==> src/sv/image_resampler_defines.svh <==
// assertion macros shared by the image resampler
`ifndef IMAGE_RESAMPLER_DEFINES_SVH
`define IMAGE_RESAMPLER_DEFINES_SVH

// same-cycle implication
`define RSZ_ASSERT_NOW(label, clk, rst, ante, cons) \
   label: assert property (@(posedge clk) disable iff (rst) (ante) |-> (cons)) \
      else $error("image resampler check failed");

// next-cycle implication
`define RSZ_ASSERT_NEXT(label, clk, rst, ante, cons) \
   label: assert property (@(posedge clk) disable iff (rst) (ante) |=> (cons)) \
      else $error("image resampler check failed");

`endif

==> src/sv/rsz_pkg.sv <==
// types, codes and defaults of the image resampler
`default_nettype none
package rsz_pkg;

   localparam int DEF_MAX_SOURCE_WIDTH  = 128;
   localparam int DEF_MAX_SOURCE_HEIGHT = 128;
   localparam int DEF_FRACTION_BITS     = 8;
   localparam int DEF_MAX_TARGET_DIM    = 4096;

   localparam logic [1:0] KIND_LOAD     = 2'd0;
   localparam logic [1:0] KIND_RESAMPLE = 2'd1;
   localparam logic [1:0] KIND_COORD    = 2'd2;

   localparam logic [1:0] MODE_NEAREST  = 2'd0;
   localparam logic [1:0] MODE_BILINEAR = 2'd1;
   localparam logic [1:0] MODE_BICUBIC  = 2'd2;

   localparam logic [2:0] REG_SOURCE_WIDTH  = 3'd0;
   localparam logic [2:0] REG_SOURCE_HEIGHT = 3'd1;
   localparam logic [2:0] REG_TARGET_WIDTH  = 3'd2;
   localparam logic [2:0] REG_TARGET_HEIGHT = 3'd3;
   localparam logic [2:0] REG_MODE          = 3'd4;

   localparam logic [3:0] OP_NONE     = 4'd0;
   localparam logic [3:0] OP_CUB_A    = 4'd1;
   localparam logic [3:0] OP_CUB_B    = 4'd2;
   localparam logic [3:0] OP_CUB_C    = 4'd3;
   localparam logic [3:0] OP_ROW      = 4'd4;
   localparam logic [3:0] OP_FIN_CUB  = 4'd5;
   localparam logic [3:0] OP_LIN1     = 4'd6;
   localparam logic [3:0] OP_LIN2     = 4'd7;
   localparam logic [3:0] OP_LIN3     = 4'd8;
   localparam logic [3:0] OP_FIN_LIN  = 4'd9;
   localparam logic [3:0] OP_FIN_NEAR = 4'd10;

   localparam int READ_COUNT = 16;

   typedef struct packed {
      logic       capture;
      logic       store_wr;
      logic       mul;
      logic       div_step;
      logic       clamp;
      logic       use_div;
      logic       rd_en;
      logic [3:0] rd_k;
      logic [3:0] op;
      logic [1:0] row;
      logic       vsel;
   } cmd_type;

   typedef struct packed {
      logic [1:0] mode;
   } status_type;

endpackage
`default_nettype wire

==> src/sv/rsz_ctrl.sv <==
// controller: sequences load, divide, clamp, neighborhood read and filter steps
`default_nettype none
`include "image_resampler_defines.svh"
module rsz_ctrl import rsz_pkg::*; #(
   parameter int FRACTION_BITS = DEF_FRACTION_BITS
) (
   input  wire logic       clock,
   input  wire logic       reset,
   input  wire logic       req_valid,
   output logic            req_stall,
   input  wire logic [1:0] req_kind,
   output logic            rsp_valid,
   input  wire logic       rsp_stall,
   output cmd_type         cmd,
   input  wire status_type status
);

   localparam int QW    = 20 + FRACTION_BITS;
   localparam int CNT_W = $clog2(QW + 1);

   localparam logic [2:0] S_IDLE  = 3'd0;
   localparam logic [2:0] S_MUL   = 3'd1;
   localparam logic [2:0] S_DIV   = 3'd2;
   localparam logic [2:0] S_CLAMP = 3'd3;
   localparam logic [2:0] S_READ  = 3'd4;
   localparam logic [2:0] S_CALC  = 3'd5;

   logic [2:0]       state_ff, state_in;
   logic [CNT_W-1:0] cnt_ff, cnt_in;
   logic             use_div_ff, use_div_in;
   logic             rsp_valid_ff, rsp_valid_in;
   logic [3:0]       op;
   logic [2:0]       rw;
   logic             fin, out_busy, fin_go;

   assign out_busy = rsp_valid_ff && rsp_stall;

   // filter step table
   always_comb begin
      rw = 3'(cnt_ff[CNT_W-1:2]);
      unique case (status.mode)
         MODE_BICUBIC: begin
            unique case (cnt_ff[1:0])
               2'd0: op = OP_CUB_A;
               2'd1: op = OP_CUB_B;
               2'd2: op = OP_CUB_C;
               default: op = (rw == 3'd4) ? OP_FIN_CUB : OP_ROW;
            endcase
         end
         MODE_BILINEAR: begin
            priority if (cnt_ff == CNT_W'(0)) begin
               op = OP_LIN1;
            end else if (cnt_ff == CNT_W'(1)) begin
               op = OP_LIN2;
            end else if (cnt_ff == CNT_W'(2)) begin
               op = OP_LIN3;
            end else begin
               op = OP_FIN_LIN;
            end
         end
         default: op = OP_FIN_NEAR;
      endcase
      fin = (op == OP_FIN_CUB) || (op == OP_FIN_LIN) || (op == OP_FIN_NEAR);
   end

   always_comb begin
      state_in     = state_ff;
      cnt_in       = cnt_ff;
      use_div_in   = use_div_ff;
      fin_go       = 1'b0;
      cmd          = '0;
      cmd.op       = OP_NONE;
      cmd.use_div  = use_div_ff;
      unique case (state_ff)
         S_IDLE: begin
            if (req_valid) begin
               unique case (req_kind)
                  KIND_LOAD: cmd.store_wr = 1'b1;
                  KIND_RESAMPLE: begin
                     cmd.capture = 1'b1;
                     use_div_in  = 1'b1;
                     state_in    = S_MUL;
                  end
                  KIND_COORD: begin
                     cmd.capture = 1'b1;
                     use_div_in  = 1'b0;
                     state_in    = S_CLAMP;
                  end
                  default: ;
               endcase
            end
         end
         S_MUL: begin
            cmd.mul  = 1'b1;
            cnt_in   = '0;
            state_in = S_DIV;
         end
         S_DIV: begin
            cmd.div_step = 1'b1;
            if (cnt_ff == CNT_W'(QW - 1)) begin
               cnt_in   = '0;
               state_in = S_CLAMP;
            end else begin
               cnt_in = cnt_ff + CNT_W'(1);
            end
         end
         S_CLAMP: begin
            cmd.clamp = 1'b1;
            cnt_in    = '0;
            state_in  = S_READ;
         end
         S_READ: begin
            if (cnt_ff == CNT_W'(READ_COUNT)) begin
               cnt_in   = '0;
               state_in = S_CALC;
            end else begin
               cmd.rd_en = 1'b1;
               cmd.rd_k  = cnt_ff[3:0];
               cnt_in    = cnt_ff + CNT_W'(1);
            end
         end
         S_CALC: begin
            cmd.row  = rw[1:0];
            cmd.vsel = (status.mode == MODE_BICUBIC) && (rw == 3'd4);
            if (fin) begin
               if (!out_busy) begin
                  cmd.op   = op;
                  fin_go   = 1'b1;
                  state_in = S_IDLE;
               end
            end else begin
               cmd.op = op;
               cnt_in = cnt_ff + CNT_W'(1);
            end
         end
         default: state_in = S_IDLE;
      endcase
      rsp_valid_in = fin_go || out_busy;
   end

   always_ff @(posedge clock) begin
      if (reset) begin
         state_ff     <= S_IDLE;
         cnt_ff       <= '0;
         use_div_ff   <= 1'b0;
         rsp_valid_ff <= 1'b0;
      end else begin
         state_ff     <= state_in;
         cnt_ff       <= cnt_in;
         use_div_ff   <= use_div_in;
         rsp_valid_ff <= rsp_valid_in;
      end
   end

   assign req_stall = (state_ff != S_IDLE);
   assign rsp_valid = rsp_valid_ff;

   `RSZ_ASSERT_NEXT(a_fin_shows_word, clock, reset, fin_go, rsp_valid_ff)
   `RSZ_ASSERT_NOW(a_fin_needs_free_out, clock, reset, fin_go, !out_busy)
   `RSZ_ASSERT_NOW(a_read_count_bound, clock, reset, state_ff == S_READ,
                   cnt_ff <= CNT_W'(READ_COUNT))
   `RSZ_ASSERT_NEXT(a_resample_divides, clock, reset,
                    !req_stall && req_valid && (req_kind == KIND_RESAMPLE),
                    state_ff == S_MUL)

endmodule
`default_nettype wire
==> config.mk <==
export PLATFORM = sky130hd
export DESIGN_NAME = rsz_ctrl
export DESIGN_NICKNAME = d
export VERILOG_FILES = /design/src/sv/rsz_pkg.sv /design/src/sv/rsz_ctrl.sv
export VERILOG_INCLUDE_DIRS = /design/src /design/src/sv
export SDC_FILE = /design/constraint.sdc
export NUM_CORES = 1
export LEC_CHECK = 0
export ABC_AREA = 1
export BUFFER_PORTS_ARGS = -buffer_cell sky130_fd_sc_hd__buf_2
export CORE_MARGIN = 3
export CORE_UTILIZATION = 40
export DETAILED_ROUTE_END_ITERATION = 10
export PLACE_DENSITY = 0.75
export SYNTH_ARGS = -nofsm -noshare
export SYNTH_HDL_FRONTEND = slang
export SYNTH_SLANG_ARGS = --single-unit
==> constraint.sdc <==
create_clock -name clock -period 3.85 [get_ports clock]
set_input_delay 0.385 -clock clock [delete_from_list [all_inputs] [get_ports clock]]
set_output_delay 0.385 -clock clock [all_outputs]
set_load 0.01 [all_outputs]
==> impl_metrics.py, run 1 <==
metrics = {
    "logic_synthesis": {
        "synth.avg_cell_area_um2": 5.979,
        "synth_nets": 183,
        "ys_types": 23,
        "syn_area_um2": 998.5,
        "synth.top_cells.by_count": "nand2_1 (35), nor2_1 (34), inv_1 (22)",
        "yosysWarnings": 0,
        "synthFlopType": "dfxtp_1",
        "synth_edf_count": 0,
        "synth_top_area_cell": "dfxtp_1",
        "synthCells": 167,
        "synth.most_common_cell": "nand2_1",
        "synth_top_area_share_pct": 20.05,
        "synth_seq_cells": 10,
        "seq_area_frac_synth_pct": 20.05,
        "synth_area_leaders": "dfxtp_1 (20%), nand2_1 (13%), nor2_1 (13%), ha_1 (10%), inv_1 (8.3%)",
        "ys_async_sr_fraction_pct": 0,
    },
    "route": {
        "drc": 0,
        "wire_per_inst_um": 10.21,
        "drt.antenna.violating_nets": 0,
        "drtPass1Iterations": 4,
        "initialDrtViolationCount": 32,
        "wl_um": 2286,
        "vias": 1091,
        "viasPerCell": 4.871,
    },
    "setup_path": {
        "crit_fanout": 5,
        "cp_top_family": "simple AND/OR/NAND/NOR gates",
        "r2r_setup_slack_ps": 1990,
        "cp_cell_sequence": "inv_1, ha_1, nor2_1, nor2_1, nand2_4, o211ai_1, nor2_1, nand2_2, nand2_4, nand3_1, nand2_1, nor2_1, buf_2",
        "crit_path_end": "cmd[5]",
        "crit_slowest_cell": "dfxtp_1",
        "cp.buffers_inverters": 2,
        "r2r-start": "cnt_ff[0]",
        "crit_type": "reg -> out",
        "crit_required_ps": 3460,
        "critPathLaunchType": "flip-flop",
        "crit_path_end_kind": "output port",
        "crit_top_cell": "nor2_1",
        "path_depth": 13,
        "r2r-end": "cnt_ff[4]",
        "critPathArrivalTime_ps": 2080,
        "ff2ff_path_depth": 14,
        "startpoint": "cnt_ff[0]",
        "slowest_delay_ps": 400,
    },
    "finish": {
        "fill_cells": 257,
        "drive_above_1_share_pct": 25.51,
        "multi_input_area_um2": 688.2,
        "antennaDiodeCount": 0,
        "regArea_um2": 200.2,
        "final_nets": 213,
        "fin_cells": 224,
        "area_growth_pct": 19.42,
    },
    "floorplanning": {
        "dieWidth_um": 55.96,
        "boundaryPins": 28,
        "start_util_pct": 43.46,
        "die_h_um": 55.96,
        "coreArea_um2": 2297,
        "rows": 17,
        "die_area_um2": 3132,
    },
    "sta": {
        "setup_viol": 0,
        "setup_tns_ps": 0,
        "finalCritPeriodShare_pct": 63.95,
        "rsz0062_at_grt": "false",
        "min_period_ps": 2462,
        "worstMarginPinSlew_ps": 428.0,
        "drv_slew": 0,
        "finalClockSkew_ps": 6.411,
        "hold_violations": 0,
        "max_freq_mhz": 406.1,
        "relSlewSlack_pct": 71.36,
    },
    "place": {
        "portBuffers": 27,
        "gp_congestion": 0.8099,
        "placed_cells": 220,
        "dp_hpwl_um": 1902,
    },
    "cts": {
        "cts.sinks": 10,
        "h-tree-depth": 1,
        "clockBufferDepth": 2,
        "clkLatencyLatePin_ps": 280,
        "cts_resized": 0,
        "cts.reportedPaths.clkPinSlew_ps": 70,
        "postCtsHoldBufs": 0,
        "cts-buffers-inserted": 3,
        "cts_tree": "built",
        "cts_root_buf": "clkbuf_4",
        "cts_setup_buffers": 0,
    },
    "grt": {
        "grt_overflow": 0,
        "grt_pass1_vias": 950,
        "antenna_found_initial": 0,
        "grt_first_pass_wirelength_um": 3953,
        "grt_start_max_net_pins": 10,
        "grt_use_total_pct": 15.69,
    },
    "power": {
        "combPwrFrac_pct": 67.2,
        "total_power_uw": 947.4,
        "p_per_area_nw_per_um2": 794.6,
        "switchingPower_uw": 507.5,
        "power_frac_seq_pct": 22.3,
        "power.leakage_nw": 0.6771,
        "p_int_uw": 439.9,
        "peakVddDrop_uv": 423.5,
        "clkPwrFrac_pct": 10.5,
        "power.share.switching_pct": 53.57,
    },
    "job": {
        "max_cap_violations": 0,
    },
    "outcome": {
        "outcome": "completed",
    },
    "worst_hold_path": {
        "hold_class": "in -> reg",
    },
}
[cells in the final DEF (no fill, tap or decap), types with 5 or more instances in the layout]
master | synthesis | routed
nand3_1 | 15 | 15
nand2_1 | 35 | 35
a21oi_1 | 8 | 8
ha_1 | 8 | 8
nor2_1 | 34 | 34
inv_1 | 22 | 22
nor2_2 | 5 | 5
dfxtp_1 | 10 | 10
buf_2 | 1 | 27
[routing by layer]
metal / routed length, um / global-route usage [%] / up-vias
met5: 0 / 0 / -
met4: 37 / 6.102 / 0
met3: 176 / 4.640 / 5
met2: 915 / 22.70 / 36
met1: 1156 / 21.65 / 472
li1: - / - / 578
[power groups by stage]
| stage | combinational [mW] | sequential, mW | clock [mW] |
|---|---|---|---|
| 6_report | 0.637 | 0.212 | 0.0992 |
| 5_1_grt | 0.730 | 0.219 | 0.108 |
| 4_1_cts | 0.639 | 0.210 | 0.102 |
| 3_5_place_dp | 0.634 | 0.213 | 0 |
| 3_3_place_gp | 0.636 | 0.212 | 0 |
| 2_1_floorplan | 0.527 | 0.192 | 0 |
[through the flow]
| step | hold WS, ps | cell area [um^2] | utilization (%) | setup WS [ps] |
|---|---|---|---|---|
| floorplan | 454.1 | 998.5 | - | 1908 |
| global placement | 509.5 | 1156 | 50.33 | 1690 |
| detailed placement | 513.1 | 1156 | 50.33 | 1640 |
| CTS | 269.2 | 1192 | 51.91 | 1368 |
| global route | 268.5 | 1192 | 51.91 | 1185 |
| finish | 273.4 | 1192 | 51.91 | 1388 |
[final cells by class]
cell class              count  share of cell area, %
multi-input cells         129                  57.71
repair buffers             27                  11.33
flip-flops and latches     10                  16.79
well taps                  28                  2.938
inverters                  26                  8.185
clock buffers               4                  3.043
[worst min-delay path by stage]
stage          startpoint         to  slack (ps)  depth (start not counted)
6_report            reset  rsp_valid         270                          2
5_1_grt             reset  rsp_valid         270                          2
4_1_cts             reset  rsp_valid         270                          2
3_5_place_dp    rsp_valid  rsp_valid         510                          2
3_3_place_gp    rsp_valid  rsp_valid         510                          2
2_1_floorplan       reset  rsp_valid         450                          1
[registers in the layout (all words and copies together) (netlist names)]
register	cells
cnt_ff	5
rsp_valid	1
use_div_ff	1
state_ff	3
[worst register-to-register path, delay by kind of cell (launching register included)]
family	cells	cell delay [ps]
AOI/OAI and AO/OA	1	110
DFF	1	400
adders and majority gates	1	250
buffers and inverters	1	110
and+or+nand+nor	11	900
[logic make-up after synthesis]
family / after synthesis / synth area share, %
buffers and inverters: 28 / 11.03
and+or+nand+nor: 104 / 48.75
adders and majority gates: 8 / 10.03
AOI/OAI and AO/OA: 14 / 7.518
DFF: 10 / 20.05
xor gates and xnor gates: 3 / 2.632
Note: power is estimated with default switching activity, not from simulation.
==> inputs of run 2 (changes only) <==
--- a/config.mk
+++ b/config.mk
@@ -6,7 +6,7 @@
 export SDC_FILE = /design/constraint.sdc
 export NUM_CORES = 1
 export LEC_CHECK = 0
-export ABC_AREA = 1
+export ABC_AREA = 0
 export BUFFER_PORTS_ARGS = -buffer_cell sky130_fd_sc_hd__buf_2
 export CORE_MARGIN = 3
 export CORE_UTILIZATION = 40
==> constraint.sdc (replaced) <==
create_clock -name clock -period 2.52 [get_ports clock]
set_input_delay 0.252 -clock clock [delete_from_list [all_inputs] [get_ports clock]]
set_output_delay 0.252 -clock clock [all_outputs]
set_load 0.01 [all_outputs]
==> impl_metrics.py, run 2 <==
metrics = {
    "outcome": {
        "outcome": "completed",
    },
    "logic_synthesis": {
        "synth.most_common_cell": "inv_1",
        "synth.avg_cell_area_um2": 7.701,
        "synth_top_area_share_pct": 20.15,
        "synth_area_leaders": "dfxtp_1 (20%), ha_1 (10%), inv_1 (4.9%), nor3_1 (4.5%), nor2b_1 (4.4%)",
        "synthFlopType": "dfxtp_1",
        "seq_area_frac_synth_pct": 20.15,
        "synthCells": 129,
        "synth.top_cells.by_count": "inv_1 (13), dfxtp_1 (10), nor3_1 (9)",
        "synth_nets": 145,
        "synth_edf_count": 0,
        "syn_area_um2": 993.5,
        "synth_top_area_cell": "dfxtp_1",
        "ys_types": 42,
        "synth_seq_cells": 10,
        "yosysWarnings": 0,
        "ys_async_sr_fraction_pct": 0,
    },
    "floorplanning": {
        "die_area_um2": 3118,
        "rows": 17,
        "boundaryPins": 28,
        "coreArea_um2": 2276,
        "dieWidth_um": 55.84,
        "die_h_um": 55.84,
        "start_util_pct": 43.65,
    },
    "grt": {
        "grt_start_max_net_pins": 13,
        "grt_use_total_pct": 17.18,
        "antenna_found_initial": 0,
        "met1_usage_pct": 19.55,
        "grt_first_pass_wirelength_um": 4402,
        "grt_pass1_vias": 1056,
        "met3_usage_pct": 4.640,
        "grt.busiest_layer": "met2",
        "grtUsageMet2_pct": 31.25,
        "grt_overflow": 0,
    },
    "worst_hold_path": {
        "hold_class": "in -> reg",
        "holdPathEnd": "rsp_valid",
        "min-delay-start": "rsp_stall",
        "min_path_cells": 3,
    },
    "finish": {
        "top_register": "cnt_ff",
        "largest_register_ffs": 5,
        "multi_input_area_um2": 775.7,
        "regArea_um2": 210.2,
        "reg_top3": "cnt_ff: 5 flops, state_ff: 3 flops",
        "final_area_um2": 1289,
        "fin_cells": 189,
        "final_nets": 179,
        "drive_above_1_share_pct": 37.89,
        "layout_common_cells": "buf_2 (27), inv_1 (12), nor3_1 (8), nand2_1 (8)",
        "layout_commonest_cell": "buf_2",
        "antennaDiodeCount": 0,
        "area_growth_pct": 29.72,
        "fill_cells": 195,
        "final_util_pct": 56.62,
    },
    "cts": {
        "cts.reportedPaths.clkPinSlew_ps": 70,
        "cts_tree": "built",
        "clkLatencyLatePin_ps": 260,
        "postCtsHoldBufs": 0,
        "clockBufferDepth": 2,
        "cts_root_buf": "clkbuf_4",
        "h-tree-depth": 1,
        "cts-buffers-inserted": 3,
        "cts.sinks": 10,
    },
    "route": {
        "wl_um": 2663,
        "drt.antenna.violating_nets": 0,
        "wire_per_inst_um": 14.09,
        "vias": 1072,
        "initialDrtViolationCount": 26,
        "viasPerCell": 5.672,
        "drtPass1Iterations": 4,
        "drc": 0,
    },
    "setup_path": {
        "crit_fanout": 6,
        "crit_path_end_kind": "output port",
        "crit_type": "reg -> out",
        "r2r-start": "cnt_ff[4]",
        "critPathLaunchType": "flip-flop",
        "critPathArrivalTime_ps": 2170,
        "ff2ff_path_depth": 7,
        "r2r-end": "cnt_ff[4]",
        "r2r_setup_slack_ps": 180,
        "crit_required_ps": 2270,
    },
    "place": {
        "gp_congestion": 0.8142,
        "placed_cells": 183,
        "placed_cell_area_um2": 1167,
        "pre_cts_ws_ps": 41.80,
        "dp_hpwl_um": 2036,
        "portBuffers": 27,
    },
    "sta": {
        "finalCritPeriodShare_pct": 96.27,
        "min_period_ps": 2426,
        "drv_slew": 0,
        "hold_violations": 0,
        "whs_ps": 248.2,
        "finalClockSkew_ps": 9.027,
        "max_freq_mhz": 412.2,
        "relSlewSlack_pct": 48.55,
        "setup_viol": 0,
        "worstMarginPinSlew_ps": 763.7,
        "fin_ws_ps": 94.11,
    },
    "power": {
        "peakVddDrop_uv": 434.2,
        "p_per_area_nw_per_um2": 686.0,
        "power.leakage_nw": 0.5838,
    },
    "job": {
        "max_cap_violations": 0,
    },
}
[run 2: worst max path at each step]
| stage | cells after the start | to | slack, ps | startpoint |
|---|---|---|---|---|
| after detailed placement | 8 | cnt_ff[4] | 40 | cnt_ff[0] |
| after floorplan | 7 | cmd[5] | 150 | cnt_ff[0] |
| after global placement | 8 | cnt_ff[3] | 100 | cnt_ff[0] |
| after global routing | 9 | cmd[5] | -3 | cnt_ff[1] |
| after CTS | 7 | cmd[5] | 40 | cnt_ff[3] |
| final | 7 | cmd[3] | 90 | cnt_ff[4] |
[run 2: per-stage QoR]
stage / TNS, ps / total power [mW]
floorplan: 0 / 0.5654
global placement: 0 / 0.6694
detailed placement: 0 / 0.6907
CTS: 0 / 0.8608
global route: -2.641 / 0.9527
finish: 0 / 0.8841
[run 2: layout make-up]
class	count	share of cell area, %
multi-input cells	99	60.19
flip-flops and latches	10	16.31
well taps	28	2.718
inverters	14	4.078
repair buffers	35	14.95
clock buffers	3	1.748
[run 2: logic make-up (layout without fill, tap and decap cells)]
group	after synthesis	in the layout	share of synthesized area (%)
AOI/OAI and AO/OA	37	37	30.35
adders and majority gates	8	8	10.08
buffers and inverters	20	52	8.690
DFF	10	10	20.15
muxes	1	1	1.133
and+or+nand+nor	53	53	29.60
[run 2: timing repair]
| action | 4_1_cts | 5_1_grt |
|---|---|---|
| setup endpoints to repair | 4 | 4 |
| pin swaps | 2 | 6 |
| hold endpoints to repair | 0 | 0 |
| resized for setup | 12 | 6 |
| setup buffers | 1 | 2 |
[run 2: routing by layer]
layer,part of all wire [%],vias up
met5,0,-
met4,0.64,0
met3,5.0,2
li1,-,536
met2,52,30
met1,42,504
[run 2: power by group]
group          internal (mW)  switching (mW)
Clock                 0.0550          0.0536
Sequential             0.191          0.0530
Combinational          0.223           0.308
[run 2: critical path: stages, from the launching register on]
cell and delay (ps):
dfxtp_2 350, or3b_4 410, a2111oi_4 440, a221oi_2 90, a21o_1 210, o21ai_4 210
nor2b_1 70, buf_2 140
